`src/rtl/slwe_pkg.sv`:
```
// shared types, widths, codes and saturation helper for the sparse linear weight engine
package slwe_pkg;

	// field widths
	localparam int KIND_W    = 2;
	localparam int IDX_W     = 10;
	localparam int VAL_W     = 32;
	localparam int ACT_W     = 11;
	localparam int CFG_W     = 16;
	localparam int CFG_IDX_W = 2;

	// arithmetic widths
	localparam int ACC_W    = 48;
	localparam int HALF_W   = 24;
	localparam int NARROW_W = 32;
	localparam int FRAC_W   = 16;
	localparam int DOT_W    = 32;
	localparam int SAT_W    = 64;
	localparam int PROD_W   = SAT_W + FRAC_W;

	// command queue depth
	localparam int Q_DEPTH = 4;

	// configuration register indexes
	localparam logic [CFG_IDX_W-1:0] CFG_LR  = 2'd0;
	localparam logic [CFG_IDX_W-1:0] CFG_REG = 2'd1;

	// item kinds
	typedef enum logic [KIND_W-1:0] {
		OP_DOT   = 2'd0,
		OP_UPD   = 2'd1,
		OP_SCALE = 2'd2
	} op_t;

	// back end sequencer states
	typedef enum logic [3:0] {
		ST_CLEAR,
		ST_IDLE,
		ST_DOT_MUL,
		ST_DOT_WAIT,
		ST_UPD_M1,
		ST_UPD_M2,
		ST_UPD_T1,
		ST_UPD_T2,
		ST_UPD_M3,
		ST_UPD_T3,
		ST_UPD_WR,
		ST_FINISH,
		ST_SCALE,
		ST_EMIT
	} state_t;

	// classified item as queued between front and back
	typedef struct packed {
		op_t                      op;
		logic                     in_store;
		logic [IDX_W-1:0]         index;
		logic signed [VAL_W-1:0]  value;
		logic signed [VAL_W-1:0]  reward;
		logic                     last;
		logic                     ratio_zero;
	} cmd_t;

	// result item
	typedef struct packed {
		logic [KIND_W-1:0]        done_kind;
		logic signed [DOT_W-1:0]  dot_sum;
		logic [ACT_W-1:0]         active_weights;
		logic                     saturated;
	} result_t;

	// saturated value with clip flag
	typedef struct packed {
		logic signed [SAT_W-1:0] v;
		logic                    clip;
	} sat_t;

	// clip a signed value to a two's complement range of the given width
	function automatic sat_t sat_to(input logic signed [SAT_W-1:0] x, input int unsigned bits);
		logic signed [SAT_W-1:0] hi;
		logic signed [SAT_W-1:0] lo;
		sat_t r;
		hi = (64'sd1 <<< (bits - 1)) - 64'sd1;
		lo = -hi - 64'sd1;
		r.v = x;
		r.clip = 1'b0;
		if (x > hi) begin
			r.v = hi;
			r.clip = 1'b1;
		end else if (x < lo) begin
			r.v = lo;
			r.clip = 1'b1;
		end
		return r;
	endfunction

endpackage

```
`src/rtl/slwe_if.sv`:
```
// item and result channel interfaces with valid/ready handshake
interface slwe_in_if;
	logic                              valid;
	logic                              ready;
	logic [slwe_pkg::KIND_W-1:0]       kind;
	logic [slwe_pkg::IDX_W-1:0]        index;
	logic signed [slwe_pkg::VAL_W-1:0] value;
	logic signed [slwe_pkg::VAL_W-1:0] reward;
	logic                              last;

	modport source(output valid, kind, index, value, reward, last, input ready);
	modport sink(input valid, kind, index, value, reward, last, output ready);
endinterface


```
`src/rtl/slwe_front.sv`:
```
// front end: accepts items, drops unknown kinds and classifies the rest for the queue
module slwe_front #(
	parameter int WEIGHT_DEPTH = 1024
) (
	slwe_in_if.sink         items,
	input  logic            q_full,
	input  logic            init_busy,
	output logic            push,
	output slwe_pkg::cmd_t  cmd
);

	logic kind_ok;

	// kind decode
	always_comb begin
		unique case (items.kind)
			slwe_pkg::OP_DOT,
			slwe_pkg::OP_UPD,
			slwe_pkg::OP_SCALE: kind_ok = 1'b1;
			default:            kind_ok = 1'b0;
		endcase
	end

	// no item taken while the store is being cleared after reset
	assign items.ready = !q_full && !init_busy;
	assign push        = items.valid && items.ready && kind_ok;

	// classified command
	always_comb begin
		cmd.op         = slwe_pkg::op_t'(items.kind);
		cmd.in_store   = (32'(items.index) < WEIGHT_DEPTH);
		cmd.index      = items.index;
		cmd.value      = items.value;
		cmd.reward     = items.reward;
		cmd.last       = items.last;
		cmd.ratio_zero = (items.value == '0);
	end

endmodule

```
`src/flat_wrapper.sv`:
```
// flat-port wrapper written by rule: the top's interface ports become plain ports
module slwe_front_flat 
#(
	parameter int WEIGHT_DEPTH = 1024
)
  (q_full, init_busy, push, cmd, items_valid, items_kind, items_index, items_value, items_reward, items_last, items_ready);
  slwe_in_if items_i ();
  input  logic q_full;
  input  logic init_busy;
  output logic push;
  output slwe_pkg::cmd_t cmd;
  input wire logic [$bits(items_i.valid)-1:0] items_valid;
  input wire logic [$bits(items_i.kind)-1:0] items_kind;
  input wire logic [$bits(items_i.index)-1:0] items_index;
  input wire logic [$bits(items_i.value)-1:0] items_value;
  input wire logic [$bits(items_i.reward)-1:0] items_reward;
  input wire logic [$bits(items_i.last)-1:0] items_last;
  output wire logic [$bits(items_i.ready)-1:0] items_ready;
  assign items_i.valid = items_valid;
  assign items_i.kind = items_kind;
  assign items_i.index = items_index;
  assign items_i.value = items_value;
  assign items_i.reward = items_reward;
  assign items_i.last = items_last;
  assign items_ready = items_i.ready;
  slwe_front #(.WEIGHT_DEPTH(WEIGHT_DEPTH)) u_core (.items(items_i), .q_full(q_full), .init_busy(init_busy), .push(push), .cmd(cmd));
endmodule
```
`config.mk`:
```
export PLATFORM = sky130hd
export DESIGN_NAME = slwe_front_flat
export DESIGN_NICKNAME = d
export VERILOG_FILES = /design/src/rtl/slwe_pkg.sv /design/src/rtl/slwe_if.sv /design/src/rtl/slwe_front.sv /design/src/flat_wrapper.sv
export SDC_FILE = /design/constraint.sdc
export NUM_CORES = 1
export LEC_CHECK = 0
export BUFFER_PORTS_ARGS = -buffer_cell sky130_fd_sc_hd__buf_4
export CAP_MARGIN = 20
export CORE_AREA = 2 2 62 64
export DETAILED_ROUTE_END_ITERATION = 12
export DIE_AREA = 0 0 64 66
export PLACE_DENSITY = 0.67
export SLEW_MARGIN = 20
export SYNTH_ARGS = -nofsm -noshare
export SYNTH_HDL_FRONTEND = slang
export SYNTH_SLANG_ARGS = --single-unit
```
`constraint.sdc`:
```
create_clock -name vclk -period 2.4
set_clock_uncertainty 0.2 [all_clocks]
set_input_delay 0.36 -clock vclk [all_inputs]
set_output_delay 0.36 -clock vclk [all_outputs]
set_load 0.02 [all_outputs]
```
After elaboration in Yosys (flattened, before gate mapping)
Cells that the tools add are included.
{ "totals": {"out_inout_bits": 81, "latchBits": 0, "elab_cells": 11, "ramBits": 0, "n_memories": 0, "ff_bits": 0, "mem_bits_ro": 0} }
{ "op_classes": {"n_addsub": 0, "bitwise_logic": 0, "mul": 0, "n_eq_ne": 2, "n_div": 0, "n_shift": 0, "magnitude_cmp": 0, "mux": 1, "n_reduce_logical": 8} }
{ "ops": {"columns": ["cell", "n"], "rows": [
  ["$logic_not 32->1", 1],
  ["$logic_and 1x1->1", 3],
  ["$reduce_or 3->1", 1],
  ["$eq 2x1->1 const B", 1],
  ["$eq 2x2->1 const B", 1],
  ["$logic_not 1->1", 2],
  ["$logic_not 2->1", 1],
  ["$mux 1", 1]
]} }

Logic depth before layout (Yosys ltp)
{ "logic_depth": {"ltp_word": 4, "depth_mapped": 3, "mapped_depth_nobuf": 3} }

Worst setup path after synthesis
OpenSTA, ideal clock, no wires.
{ "synth_timing": {"kind": "input-to-output", "startpoint": "in items_value[24]", "endpoint": "out cmd[0] in the netlist's numbering", "required_ps": 1840, "cell_stages": 3, "path_slack_ps": 811, "n_path_buf": 0, "arrival_time_ps": 1029, "cell_sequence": "nor4_1 -> nand4_1 -> nor2_1"} }
{ "synth_rtl": {"columns": ["item", "line", "text"], "rows": [
  ["start: declaration", "flat_wrapper.sv:15", "input wire logic [$bits(items_i.value)-1:0] items_value;"],
  ["end: declaration", "flat_wrapper.sv:11", "output slwe_pkg::cmd_t cmd;"]
]} }

==> metrics.sh <==
GRT.MET2_USAGE_PCT=9.766
RSZ0062_AT_GRT='false'
FLOORPLAN.INITIALDENSITY_PCT=19.03
TOP_LEVEL_PORTS=161
CP-STARTPOINT='items_value[9]'
PLACEDCELLCOUNT=137
P_INT_uW=78.42
SWITCHING_POWER_uW=70.43
WORST-PATH-MAX-FANOUT=2
DRT_WL_TOTAL_UM=1624
CP.ARRIVAL_NS=1.24
POWER.SHARE.SWITCHING_PCT=47.32
CLOCK_BUFFER_COUNT=0
HOLD_PATH.CLASS='input pin to output pin'
WORST-PATH-BUF-INV=2
YOSYS_WARNINGS=0
NETS=171
VIAS_PER_CELL=3.781
DRT_FIRST_ITER_VIOLATIONS=2
FINAL.MIN_CLOCK_PERIOD_NS=1.797
MAX-CAP-VIOLATIONS=0
DRT_FIRST_PASS_ITERS=3
ANTENNA_FOUND_INITIAL=0
HOLD_SLACK_NS=0.5200
MIN-DELAY-START='items_reward[28]'
PLACEMENT_ROW_COUNT=22
FP.DIEAREA_UM2=4224
CORE-AREA_UM2=3551
DIE_HEIGHT_UM=66
CRITICAL_PATH.MOST_COMMON_CELL='sky130_fd_sc_hd__buf_4'
GP_ROUTABILITY_CONGESTION=0.5225
GRT_MET3_USE_PCT=4.429
POST_SYNTH_NUM_CELL_TYPES=8
SYN_NETS=173
NUMBER_OF_INPUT_AND_OUTPUT_PORT_BUFFERS_INSERTED=74
PWR-SHARE-SEQ_PCT=0
SYNTH_TOP_AREA_SHARE_PCT=86.67
FLOORPLAN.DIE.WIDTH_UM=64
SYNTH_TOP_CELLS_BY_AREA='sky130_fd_sc_hd__buf_4, sky130_fd_sc_hd__nor4_1, sky130_fd_sc_hd__nand4_1'
SEQ_CELL_COUNT=0
GRT_PASS1_WL_UM=2028
CRITICAL_PATH.STARTPOINT_TYPE='input pin'
DETAIL_ROUTE.WL_PER_CELL_UM=11.85
SYNTH.MOST_COMMON_CELL='sky130_fd_sc_hd__buf_4'
AREA_GROWTH_SYN_TO_LAYOUT_PCT=4.444
CRIT_FAMILY='simple AND/OR/NAND/NOR gates'
CLOCK_POWER_SHARE_PCT=0
DETAILED_PLACE.AREA_UM2=705.7
VDD_IR_DROP_MAX_mV=0.05761
CRIT_CHAIN='buf_4 > nor4_1 > nand4_1 > nor2_1 > buf_4'
MIN_PATH_CELLS=0
CTS.REPAIR.RESIZED=0
SETUP_TNS_NS=0
GRT_REMAINING_OVERFLOW=0
POST_SYNTHESIS_AREA_PER_INSTANCE_UM2=7.265
CRITICAL_PATH_CLASS='input pin to output pin'
SYN-INSTANCE-COUNT=93
CPPEAKSTAGEDELAY_NS=0.38
OUTCOME='complete, no violations'
ANTENNA_VIOLATING_NETS_POST_ROUTE=0
GR-MAX-USAGE-LAYER='met2'
POWER_DENSITY_nW_PER_UM2=210.9
STATIC-LEAKAGE-POWER_nW=0.3749
GRT.TOTAL_USAGE_PCT=5.937
REMAINING_DRC_ERRORS=0
POST-ROUTE-CELL-AREA_UM2=705.7
P_TOTAL_uW=148.9
ROUTED-VIA-COUNT=518
CP_DATA_REQUIRED_TIME_NS=1.84
TIMING_HOLD_VIOLATIONS_FINAL=0
LARGEST_NET_DEGREE_AT_THE_START_OF_GLOBAL_ROUTING=3
POSTCTSHOLDBUFS=0
CRIT_END_CATEGORY='output pin'
POSTCTSSETUPREPAIRBUFS=0
LAYOUT_WORST_PATH_CYCLE_SHARE_PCT=74.88
MAX_CLOCK_FREQ_GHz=0.5564
YOSYS.AREA.TOP_TYPE='sky130_fd_sc_hd__buf_4'
N_ANTENNA_CELL=0
CPMAXSTAGEDELAYCELL='sky130_fd_sc_hd__nor4_1'
SYNTH.CELL_AREA_UM2=675.6
VIA_COUNT_OF_THE_FIRST_GLOBAL_ROUTING_PASS=443
REGAREA_UM2=0
INSTANCES_NO_FILL=137
GRT_USE_MET1_PCT=3.862
PART_OF_THE_YOSYS_AREA_USED_FOR_SEQUENTIAL_ELEMENTS_PCT=0
POWER_FRAC_COMB_PCT=100.0
HOLD-PATH-ENDPOINT='cmd[30]'
POST_ROUTE_CELLS_DRIVE_ABOVE_1_SHARE_PCT=84.27
POST_SYNTH_MOST_FREQUENT_CELLS='sky130_fd_sc_hd__buf_4, sky130_fd_sc_hd__nor4_1, sky130_fd_sc_hd__nand4_1, sky130_fd_sc_hd__nor2_1'
REPORT.FINAL.SLEW_VIOL_COUNT=0
SETUP-VIOLATIONS-FINAL=0
==> layout by cell type, fill, tap and decap left out <==
cell	n
sky130_fd_sc_hd__and3_1	1
sky130_fd_sc_hd__nor2_1	2
sky130_fd_sc_hd__buf_4	74
sky130_fd_sc_hd__nand2_1	1
sky130_fd_sc_hd__nand4_1	2
sky130_fd_sc_hd__conb_1	1
sky130_fd_sc_hd__nor4_2	1
sky130_fd_sc_hd__nor4_1	7
==> area by class of cell <==
cell class,instances,area (um^2)
fill,400,2845
timing repair buffer,74,555.5
multi-input combinational,15,90.09
tap,48,60.06
==> worst max path at each step <==
stage             end  cells after the start
2_1_floorplan  cmd[0]                      3
3_3_place_gp   cmd[0]                      5
3_5_place_dp   cmd[0]                      5
4_1_cts        cmd[0]                      5
5_1_grt        cmd[0]                      5
6_report       cmd[0]                      5
==> power by group through the flow <==
stage	Combinational, mW	Clock [mW]	Sequential (mW)
floorplan	0.196	0	0
CTS	0.150	0	0
finish	0.149	0	0
detailed placement	0.150	0	0
global route	0.157	0	0
global placement	0.150	0	0
==> stage by stage <==
| step | setup WS [ns] | utilization, % |
|---|---|---|
| final | 0.6028 | 19.87 |
| after global routing | 0.5093 | 19.87 |
| after CTS | 0.5591 | 19.87 |
| after detailed placement | 0.5591 | 19.87 |
| after global placement | 0.5647 | 19.87 |
| after floorplan | 0.8106 | - |
==> kinds of logic (layout without fill, tap and decap cells) <==
kind of cell  Yosys count  count (layout)  synth area share [%]
buf+inv                78              74                 86.67
other cells             1               1                0.5550
simple gates           14              14                 12.78
==> metal layers <==
layer  vias to the layer above  routed length [um]
li1                        212                   -
met1                       208                 344
met2                        74                 677
met3                        24                 440
met4                         0                 161
met5                         -                   0
(Power assumes the default switching activity.)
