**src/rtl/slwe_pkg.sv**
```systemverilog
// shared types, widths, codes and saturation helper for the sparse linear weight engine
package slwe_pkg;

	// field widths
	localparam int KIND_W    = 2;
	localparam int IDX_W     = 10;
	localparam int VAL_W     = 32;
	localparam int ACT_W     = 11;
	localparam int CFG_W     = 16;
	localparam int CFG_IDX_W = 2;

	// arithmetic widths
	localparam int ACC_W    = 48;
	localparam int HALF_W   = 24;
	localparam int NARROW_W = 32;
	localparam int FRAC_W   = 16;
	localparam int DOT_W    = 32;
	localparam int SAT_W    = 64;
	localparam int PROD_W   = SAT_W + FRAC_W;

	// command queue depth
	localparam int Q_DEPTH = 4;

	// configuration register indexes
	localparam logic [CFG_IDX_W-1:0] CFG_LR  = 2'd0;
	localparam logic [CFG_IDX_W-1:0] CFG_REG = 2'd1;

	// item kinds
	typedef enum logic [KIND_W-1:0] {
		OP_DOT   = 2'd0,
		OP_UPD   = 2'd1,
		OP_SCALE = 2'd2
	} op_t;

	// back end sequencer states
	typedef enum logic [3:0] {
		ST_CLEAR,
		ST_IDLE,
		ST_DOT_MUL,
		ST_DOT_WAIT,
		ST_UPD_M1,
		ST_UPD_M2,
		ST_UPD_T1,
		ST_UPD_T2,
		ST_UPD_M3,
		ST_UPD_T3,
		ST_UPD_WR,
		ST_FINISH,
		ST_SCALE,
		ST_EMIT
	} state_t;

	// classified item as queued between front and back
	typedef struct packed {
		op_t                      op;
		logic                     in_store;
		logic [IDX_W-1:0]         index;
		logic signed [VAL_W-1:0]  value;
		logic signed [VAL_W-1:0]  reward;
		logic                     last;
		logic                     ratio_zero;
	} cmd_t;

	// result item
	typedef struct packed {
		logic [KIND_W-1:0]        done_kind;
		logic signed [DOT_W-1:0]  dot_sum;
		logic [ACT_W-1:0]         active_weights;
		logic                     saturated;
	} result_t;

	// saturated value with clip flag
	typedef struct packed {
		logic signed [SAT_W-1:0] v;
		logic                    clip;
	} sat_t;

	// clip a signed value to a two's complement range of the given width
	function automatic sat_t sat_to(input logic signed [SAT_W-1:0] x, input int unsigned bits);
		logic signed [SAT_W-1:0] hi;
		logic signed [SAT_W-1:0] lo;
		sat_t r;
		hi = (64'sd1 <<< (bits - 1)) - 64'sd1;
		lo = -hi - 64'sd1;
		r.v = x;
		r.clip = 1'b0;
		if (x > hi) begin
			r.v = hi;
			r.clip = 1'b1;
		end else if (x < lo) begin
			r.v = lo;
			r.clip = 1'b1;
		end
		return r;
	endfunction

endpackage

```
**src/rtl/slwe_queue.sv**
```systemverilog
// short command queue between front and back
module slwe_queue (
	input  logic           clk,
	input  logic           arst_n,
	input  logic           push,
	input  slwe_pkg::cmd_t wdata,
	output logic           full,
	output logic           valid,
	output slwe_pkg::cmd_t head,
	input  logic           pop
);

	localparam int PTR_W = $clog2(slwe_pkg::Q_DEPTH);
	localparam int CNT_W = $clog2(slwe_pkg::Q_DEPTH + 1);

	slwe_pkg::cmd_t   mem_q [slwe_pkg::Q_DEPTH];
	logic [PTR_W-1:0] wr_ptr_q, rd_ptr_q;
	logic [CNT_W-1:0] cnt_q;
	logic             do_pop;

	assign full   = (cnt_q == CNT_W'(slwe_pkg::Q_DEPTH));
	assign valid  = (cnt_q != '0);
	assign head   = mem_q[rd_ptr_q];
	assign do_pop = pop && valid;

	// pointers and fill count
	always_ff @(posedge clk or negedge arst_n) begin
		if (!arst_n) begin
			wr_ptr_q <= '0;
			rd_ptr_q <= '0;
			cnt_q    <= '0;
		end else begin
			if (push) begin
				wr_ptr_q <= wr_ptr_q + PTR_W'(1);
			end
			if (do_pop) begin
				rd_ptr_q <= rd_ptr_q + PTR_W'(1);
			end
			if (push && !do_pop) begin
				cnt_q <= cnt_q + CNT_W'(1);
			end else if (!push && do_pop) begin
				cnt_q <= cnt_q - CNT_W'(1);
			end
		end
	end

	// entry storage
	always_ff @(posedge clk) begin
		if (push) begin
			mem_q[wr_ptr_q] <= wdata;
		end
	end

endmodule

```
**config.mk**
```make
export PLATFORM = sky130hd
export DESIGN_NAME = slwe_queue
export DESIGN_NICKNAME = d
export VERILOG_FILES = /design/src/rtl/slwe_pkg.sv /design/src/rtl/slwe_queue.sv
export SDC_FILE = /design/constraint.sdc
export NUM_CORES = 1
export LEC_CHECK = 0
export BUFFER_PORTS_ARGS = -buffer_cell sky130_fd_sc_hd__buf_2
export CAP_MARGIN = 5
export CORE_MARGIN = 2
export CORE_UTILIZATION = 49
export CTS_BUF_LIST = sky130_fd_sc_hd__clkbuf_2 sky130_fd_sc_hd__clkbuf_4 sky130_fd_sc_hd__clkbuf_8
export DETAILED_ROUTE_END_ITERATION = 12
export GPL_TIMING_DRIVEN = 0
export PLACE_DENSITY = 0.76
export SLEW_MARGIN = 10
export SYNTH_ARGS = -nofsm -noshare
export SYNTH_HDL_FRONTEND = slang
export SYNTH_SLANG_ARGS = --single-unit
```
**constraint.sdc**
```tcl
create_clock -name clk -period 3.8 [get_ports clk]
set_clock_uncertainty 0.2 [all_clocks]
set_input_delay 0.57 -clock clk [delete_from_list [all_inputs] [get_ports clk]]
set_output_delay 0.57 -clock clk [all_outputs]
set_load 0.03 [all_outputs]
```
## After elaboration in Yosys (flattened, before gate mapping)

Memory sizes are Yosys's and may differ from the RTL's.
Cells that the tools add are included.

- Bits in registers: 7
- RAM bits: 316
- Input port bits: 83
- Output and inout bits: 81
- Word-level logic and storage cells: 20
- Memories kept: 1

Memories:

| memory | depth | bits a word | read ports | clocked after Yosys merged registers in | write ports | line | source |
|---|---|---|---|---|---|---|---|
| mem_q | 4 | 79 | 1 | 0 | 1 | slwe_queue.sv:16 | `slwe_pkg::cmd_t mem_q [slwe_pkg::Q_DEPTH];` |

- Add/subtract/negate cells: 4
- Eq/ne operators: 1
- Mux-type cells: 4
- Reductions and logical operators: 7

Operators with widths:

| kind | count |
|---|---|
| $mux W3 | 2 |
| $add A2 B1 Y2 const B | 2 |
| $add A3 B1 Y3 const B | 1 |
| $eq A3 B3 Y1 const B | 1 |
| $logic_and A1 B1 Y1 | 3 |
| $reduce_bool A3 Y1 | 1 |
| $sub A3 B1 Y3 const B | 1 |
| $logic_not A1 Y1 | 2 |
| $mux W1 | 2 |
| $reduce_bool A2 Y1 | 1 |

## Logic depth before layout (Yosys ltp)

Gate-level depths: netlist (run 1).

- Word-level depth: 5
- Mapped depth: 8
- Mapped depth without buffers: 8

## Worst setup path after synthesis (run 1)

No wires, ideal clock.

- Kind: register to register
- Start: register wr_ptr_q[0]
- End: memory mem_q[2][0] (netlist bit), enable pin
- Setup time: 0.446 ns
- Arrival time: 2.456 ns
- Data required time: 3.154 ns
- Slack: 0.698 ns
- Stages on the path, launching flop included: 4
- Path buffers: 0
- Period minus slack after synthesis: 3.102 ns
- Path through: dfrtp_1 > inv_1 > ha_1 > and2_1

RTL lines:

| item | line | source |
|---|---|---|
| start: declaration | slwe_queue.sv:17 | `logic [PTR_W-1:0] wr_ptr_q, rd_ptr_q;` |
| start signal: assignment | slwe_queue.sv:34 | `wr_ptr_q <= wr_ptr_q + PTR_W'(1);` |
| end: declaration | slwe_queue.sv:16 |  |

Straight into the memory's write port.

==> summary.md, run 1 <==
| Metric | Value |
|---|---|
| Outcome | completed |
| Top post-synthesis cells by area | edfxtp_1 (80%), mux4_2 (15%), dfrtp_1 (1.5%) |
| Worst vdd ir | 556 uV |
| Core Area | 23500 um^2 |
| Seq/Total Area, Yosys | 81.9% |
| First-pass DRT Iterations | 4 |
| Clock share of power | 24.8% |
| Layout cells sized above 1 | 48.9% |
| Fillers | 1689 |
| Worst path cell trace | clkbuf_1 -> buf_2 -> mux4_2 -> buf_2 |
| # IOs | 164 |
| Die Area | 25400 um^2 |
| Post-Layout Inst Area | 14300 um^2 |
| R2R Setup Slk | 1.39 ns |
| Vias in the first global route | 6047 |
| Multi-input gate area | 2000 um^2 |
| DP Area | 13100 um^2 |
| Largest area contributor in the netlist | edfxtp_1 |
| Crit start category | register |
| Max Fclk | 325 MHz |
| Syn_nets | 536 |
| Max stage delay cell, worst path | clkbuf_1 |
| H-tree levels | 2 |
| PwrDens | 831 nW/um^2 |
| Comb power frac | 34.5% |
| CTS Buf Count | 50 |
| First-pass GRT wire length | 33.3 mm |
| Sw Share | 33.3% |
| Tmin final | 3.08 ns |
| CP max stage delay | 0.47 ns |
| Synth top area share | 80.4% |
| Tcrit/Tclk final | 81.0% |
| Post-CTS Setup Inserts | 0 |
| Worst Path Required | 3.03 ns |
| Reg area | 9660 um^2 |
| Post-Syn Instances | 447 |
| Final core occ | 60.5% |
| P_leak | 4.95 nW |
| Gpl congestion | 0.736 |
| RSZ-0062 raised after global routing | no |
| Worst hold slack | 0.0476 ns |
| Number of buffers added on ports | 163 |
| Row count | 56 |
| Crit end category | output port |
| Clock-pin slew on the worst setup and hold paths | 0.06 ns |
| Die W | 159 um |
| Initial antenna violation count | 1 |
| Psw | 3.94 mW |
| Post-cts resize count | 0 |
| Worst-Margin Slew | 0.624 ns |
| Final setup violation count | 0 |
| Pint | 7.91 mW |
| Max Buffers Root-to-Sink | 3 |
| Antenna Nets Post-Route | 0 |
| WP data arrival | 2.31 ns |
| Slew Viols, Final | 0 |
| DRC violations left | 0 |
| HP Class | primary input to register |
| Routed wire per std cell | 20.4 um |
| Synth unique cells | 19 |
| Die Y | 159 um |
| Mapped cell area | 11800 um^2 |
| Vias/cell | 5.22 |
| Nets | 761 |
| CTS tree | done |
| CP most frequent cell | buf_2 |
| Total routed wirelength | 21.0 mm |
| Pin count of the biggest net entering global routing | 44 |
| Yosys warnings | 0 |
| Hold-fix buffers, CTS | 6 |
| Area growth syn-to-layout | 20.7% |
| Total track usage | 17.0% |
| #FFs+latches synth | 323 |
| Max Cap Violations | 0 |
| Gr ovfl total | 0 |
| Clk sinks | 323 |
| Root buf cell | clkbuf_8 |
| Initial Util | 50.1% |
| Critical path peak fanout | 10 |
| Seq pwr share | 40.7% |
| CP Class | register to output port |
| Worst skew pair latency | 0.53 ns |
| Max-Slew Margin vs Limit | 58.4% |
| DRT iter0 DRCs | 399 |
| Via count | 5386 |
| Fin. Hold Viols | 0 |
| Post-detail-place hpwl | 13.1 mm |
| Avg Inst Size Synth | 26.4 um^2 |
==> power groups by stage <==
stage	sequential, mW	combinational, mW	clock, mW
floorplan	4.88	3.00	0
global placement	4.94	4.02	0
detailed placement	4.90	4.17	0
CTS	4.83	4.19	3.03
global route	4.87	4.35	3.17
finish	4.82	4.09	2.94
==> cell type report <==
| type | count | share of cell area [%] |
|---|---|---|
| Antenna cell | 1 | 0.0176 |
| Clock buffer | 70 | 5.97 |
| Tap cell | 319 | 2.80 |
| Multi-Input combinational cell | 103 | 14.0 |
| Sequential cell | 323 | 67.8 |
| Timing Repair Buffer | 173 | 6.92 |
| Clock inverter | 22 | 1.39 |
| Buffer | 18 | 1.02 |
| Inverter | 3 | 0.0790 |
==> layout by cell type (no fill, tap or decap), types with 3 or more instances in the layout <==
| cell | instances |
|---|---|
| and2_4 | 4 |
| dfrtp_1 | 7 |
| bufinv_16 | 4 |
| clkbuf_4 | 18 |
| clkinv_2 | 5 |
| mux4_2 | 79 |
| inv_1 | 3 |
| buf_2 | 171 |
| buf_16 | 4 |
| xor2_1 | 3 |
| xnor2_1 | 3 |
| clkbuf_8 | 52 |
| buf_6 | 9 |
| edfxtp_1 | 316 |
| dlygate4sd3_1 | 6 |
| ha_1 | 5 |
| clkinv_1 | 12 |
==> critical path: cells and delay by family, from the launching register on <==
| family | cells | cell delay, ns |
|---|---|---|
| buffers and inverters | 3 | 1.08 |
| muxes | 1 | 0.36 |
| DFF | 1 | 0.32 |
==> flip-flops by register name, summed over array words and instances (netlist names) <==
name	cells
cnt_q	3
mem_q	316
rd_ptr_q	2
wr_ptr_q	2
==> path summary, 6_finish.rpt <==
check                            start            to  depth (start not counted)
hold / removal               wdata[63]  mem_q[0][63]                          1
max in group asynchronous       arst_n   wr_ptr_q[0]                          2
hold reg to reg               cnt_q[2]      cnt_q[2]                          1
setup reg to reg              cnt_q[0]      cnt_q[2]                          8
setup / recovery           rd_ptr_q[1]      head[14]                          4
min in group asynchronous       arst_n      cnt_q[0]                          2
==> logic make-up after synthesis <==
group                      after synthesis  share of synthesized area [%]
AOI/OAI and AO/OA                        1                         0.0424
xor gates and xnor gates                 6                          0.445
adders and majority gates                6                          0.699
buffers and inverters                   21                           1.32
DFF                                    323                           81.9
muxes                                   80                           15.2
and+or+nand+nor                         10                          0.466
==> synth_stat cells <==
cell	n
and2_1	4
nor2_1	1
xnor2_1	3
or3_1	1
mux2_2	1
xor2_1	3
edfxtp_1	316
o21ai_0	1
nor3b_1	1
buf_6	9
fa_1	1
nand3_1	1
ha_1	5
dfrtp_1	7
mux4_2	79
buf_2	8
nand2_1	2
clkbuf_1	1
inv_1	3
==> metrics by stage <==
stage | instances | setup TNS (ns) | total power [mW] | setup WS (ns)
after floorplan | 447 | 0 | 7.88 | 0.698
after global placement | 929 | -231.50 | 8.96 | -0.749
after detailed placement | 933 | 0 | 9.07 | 1.24
after CTS | 1031 | 0 | 12.0 | 0.635
after global routing | 1031 | 0 | 12.4 | 0.583
final | 1032 | 0 | 11.8 | 0.720
==> per-layer routing <==
metal	global-route usage (%)	wire length, um	vias up
met5	0	0	-
met4	4.17	259	0
met3	4.45	1280	24
met2	29.2	10900	161
met1	21.9	8560	2812
li1	-	-	2389
No activity file was read; power rests on OpenSTA's default activity.
==> run 2: changes to the inputs <==
- ABC_AREA: not set -> 1
- PLACE_DENSITY: 0.76 -> 0.78
- clock period: 3.8 -> 2.7 ns (I/O delays scaled with it)
==> run 2 against run 1 <==
Against the previous run: global-route usage increased by 4.6 points; synthesized cell count is 120% higher; setup slack worse by 0.64 ns; non-clock buffer count is 116 higher; flip-flop and latch count did not move; critical path depth up 3; sequential share of layout area down 10 points; clock power is 45% higher; power up 64%.
==> summary.md, run 2 <==
| Metric | Value |
|---|---|
| Initial Util | 49.6% (was 50.1%) |
| Comb power frac | 43.0% (was 34.5%) |
| Final core occ | 62.6% (was 60.5%) |
| Layout cells sized above 1 | 29.7% (was 48.9%) |
| CP Class | register to output port (unchanged) |
| Nets | 1373 (was 761) |
| Crit start category | register (unchanged) |
| Psw | 7.93 mW (was 3.94 mW) |
| Count leader, synth | edfxtp_1 (unchanged) |
| DP Area | 14700 um^2 (was 13100 um^2) |
| Critical path peak fanout | 10 (unchanged) |
| Fin Setup TNS | 0 ns (unchanged) |
| Worst-Margin Slew | 0.795 ns (was 0.624 ns) |
| M1 WL | 12.0 mm (was 8.56 mm) |
| PwrDens | 1160 nW/um^2 (was 831 nW/um^2) |
| Top FF cell, synth | edfxtp_1 (unchanged) |
| Synth top area share | 71.3% (was 80.4%) |
| Max Buffers Root-to-Sink | 3 (unchanged) |
| Worst skew pair latency | 0.56 ns (was 0.53 ns) |
| EDFF count, synth | 316 (unchanged) |
| WP data arrival | 2.01 ns (was 2.31 ns) |
| Worst setup endpoint | head[63] (was head[14]) |
| Post-Layout Inst Area | 16800 um^2 (was 14300 um^2) |
| Met2 WL | 15.5 mm (was 10.9 mm) |
| Max Cap Violations | 0 (unchanged) |
| Root buf cell | clkbuf_8 (unchanged) |
| Die W | 169 um (was 159 um) |
| Mapped cell area | 13300 um^2 (was 11800 um^2) |
| Slew Viols, Final | 0 (unchanged) |
| Clock share of power | 21.9% (was 24.8%) |
| Initial antenna violation count | 1 (unchanged) |
| Reg-to-Reg Start | wr_ptr_q[1] (was cnt_q[0]) |
| Syn_nets | 1066 (was 536) |
| Crit end category | output port (unchanged) |
| CTS tree | done (unchanged) |
| Most frequent cells in the layout | edfxtp_1 (316), nand2_1 (257), buf_2 (165) (was edfxtp_1 (316), buf_2 (171), mux4_2 (79)) |
| Max reg flops | 316 (unchanged) |
| Hold path start | push (was wdata[63]) |
| Area growth syn-to-layout | 26.2% (was 20.7%) |
| Worst Path Required | 2.10 ns (was 3.03 ns) |
| Total track usage | 21.6% (was 17.0%) |
| Worst vdd ir | 800 uV (was 556 uV) |
| Yosys warnings | 0 (unchanged) |
| Synth unique cells | 22 (was 19) |
| Max Fclk | 382 MHz |
| DRC violations left | 0 (unchanged) |
| Number of buffers added on ports | 163 (unchanged) |
| Post-detail-place hpwl | 18.5 mm (was 13.1 mm) |
| First-pass GRT wire length | 47.5 mm (was 33.3 mm) |
| Gpl congestion | 0.713 (was 0.736) |
| Synth Area in Adders | 0.621% (was 0.699%) |
| Total routed wirelength | 30.4 mm (was 21.0 mm) |
| First-pass DRT Iterations | 7 (was 4) |
| Tcrit/Tclk final | 96.9% |
| Post-synthesis simple-gate area fraction | 7.48% (was 0.466%) |
| RSZ-0062 raised after global routing | yes (was no) |
| CTS Buf Count | 51 (was 50) |
| Pint | 11.5 mW (was 7.91 mW) |
| Seq pwr share | 35.1% (was 40.7%) |
| R2R Setup Slk | 0.34 ns (was 1.39 ns) |
| Highest metal used | met4 (unchanged) |
| Core Area | 26800 um^2 (was 23500 um^2) |
| Vias in the first global route | 8977 (was 6047) |
| Multiplexer area fraction after synthesis | 0% (was 15.2%) |
| HP Class | primary input to register (unchanged) |
| Ys async rst share | 2.17% (unchanged) |
| Sw Share | 40.9% (was 33.3%) |
| Commonest non-fill, non-tap cell in the layout | edfxtp_1 (unchanged) |
| # IOs | 164 (unchanged) |
| Worst R2R End | mem_q[1][22] (was cnt_q[2]) |
| Antenna Nets Post-Route | 0 (unchanged) |
| Seq/Total Area, Yosys | 72.7% (was 81.9%) |
| Clk sinks | 323 (unchanged) |
| Avg Inst Size Synth | 13.6 um^2 (was 26.4 um^2) |
| Largest area contributor in the netlist | edfxtp_1 (unchanged) |
| Worst hold slack | 0.0524 ns (was 0.0476 ns) |
| Post-synthesis compound-gate area fraction | 11.9% (was 0.0424%) |
| Worst setup path startpoint | rd_ptr_q[0] (was rd_ptr_q[1]) |
| Die Y | 169 um (was 159 um) |
| Routed wire per std cell | 18.2 um (was 20.4 um) |
| Tmin final | 2.62 ns |
| Post-Syn Instances | 977 (was 447) |
| Final Power | 19.4 mW (was 11.8 mW) |
| Gr ovfl total | 0 (unchanged) |
| Max-Slew Margin vs Limit | 46.9% (was 58.4%) |
| Worst r2r path cells | 5 (was 8) |
| P_leak | 6.95 nW (was 4.95 nW) |
| DRT iter0 DRCs | 565 (was 399) |
| Clock-pin slew on the worst setup and hold paths | 0.06 ns (about the same) |
| Met3 WL | 2.14 mm (was 1.28 mm) |
| Row count | 60 (was 56) |
| Post-synthesis xor/xnor area fraction | 0.132% (was 0.445%) |
| #FFs+latches synth | 323 (unchanged) |
| Largest regs | mem_q x316, cnt_q x3 (unchanged) |
| Via count | 8545 (was 5386) |
| Pin count of the biggest net entering global routing | 34 (was 44) |
| Fin. Hold Viols | 0 (unchanged) |
| Biggest register | mem_q (unchanged) |
| H-tree levels | 2 (unchanged) |
| Final setup violation count | 0 (unchanged) |
| Top post-synthesis cells by area | edfxtp_1 (71%), nand2_1 (7.3%), o211ai_2 (7.2%) (was edfxtp_1 (80%), mux4_2 (15%), dfrtp_1 (1.5%)) |
| Synth top cells by count | edfxtp_1 (316), nand2_1 (257), inv_1 (167) (was edfxtp_1 (316), mux4_2 (79), buf_6 (9)) |
| Outcome | completed (unchanged) |
| Post-CTS Setup Inserts | 0 (unchanged) |
| Vias/cell | 5.13 (was 5.22) |
| Largest family of logic cells by synthesized area | compound AO/OA/AOI/OAI gates (was multiplexers) |
| Die Area | 28500 um^2 (was 25400 um^2) |
==> run 2: changes by cell type after synthesis, sizes merged, moves of 2 or more <==
cell	previous run	this run
and2	4	0
buf	17	27
clkbuf	1	26
inv	3	170
mux4	79	0
nand2	2	257
nand3	1	3
o211ai	0	158
xnor2	3	1
xor2	3	1
==> run 2: cells by family after synthesis <==
kind of cell,Yosys count
fa+ha+maj,6
compound gates,159
flops,323
xor+xnor,2
simple gates,263
buf+inv,224
==> run 2: final cells by class <==
| cell class | instances | area, um^2 |
|---|---|---|
| inverters | 171 | 664 |
| repair buffers | 254 | 1840 |
| multi-input cells | 430 | 2670 |
| well taps | 341 | 427 |
| diodes | 1 | 2.50 |
| plain buffers | 53 | 457 |
| clock inverters | 30 | 248 |
| fillers | 1985 | 10000 |
| flip-flops and latches | 323 | 9660 |
| clock buffers | 64 | 806 |
==> run 2: routing by layer <==
metal,vias to the layer above,GRT usage (%)
li1,4024,-
met1,4139,26.9
met2,324,37.5
met3,58,4.96
met4,0,7.23
met5,-,0
==> run 2: worst min path at each step <==
stage	end	slack (ns)	depth (start not counted)
global placement	cnt_q[1]	0.04	1
CTS	cnt_q[0]	0.02	3
global route	cnt_q[0]	0.04	3
finish	cnt_q[0]	0.05	3
detailed placement	cnt_q[0]	0.05	1
floorplan	cnt_q[0]	-0.09	0
==> run 2: stage by stage <==
stage / worst slack, ns / cells
after floorplan: 0.239 / 977
after global placement: -0.909 / 1481
after detailed placement: 0.262 / 1490
after CTS: -0.0316 / 1666
after global routing: -0.0215 / 1667
final: 0.0827 / 1667
==> run 2: timing repair <==
action / in CTS / in global routing
endpoints found under the setup margin: 79 / 65
hold endpoints to repair: 325 / 0
gates resized for setup: 43 / 44
hold buffers: 82 / 0
==> run 2: power by group through the flow <==
stage                     sequential (mW)  combinational (mW)  clock [mW]
final                                6.82                8.34        4.25
after global routing                 6.90                8.98        4.53
after CTS                            6.82                8.26        4.32
after detailed placement             6.92                7.99           0
after global placement               6.96                7.66           0
after floorplan                      6.89                5.40           0
==> run 2: worst max-delay path: stages, from the launching register on <==
cell and delay, ns:
dfrtp_1 0.41, inv_2 0.08, buf_8 0.16, buf_12 0.17, buf_6 0.18, o211ai_1 0.10
nand2_1 0.12, buf_2 0.21
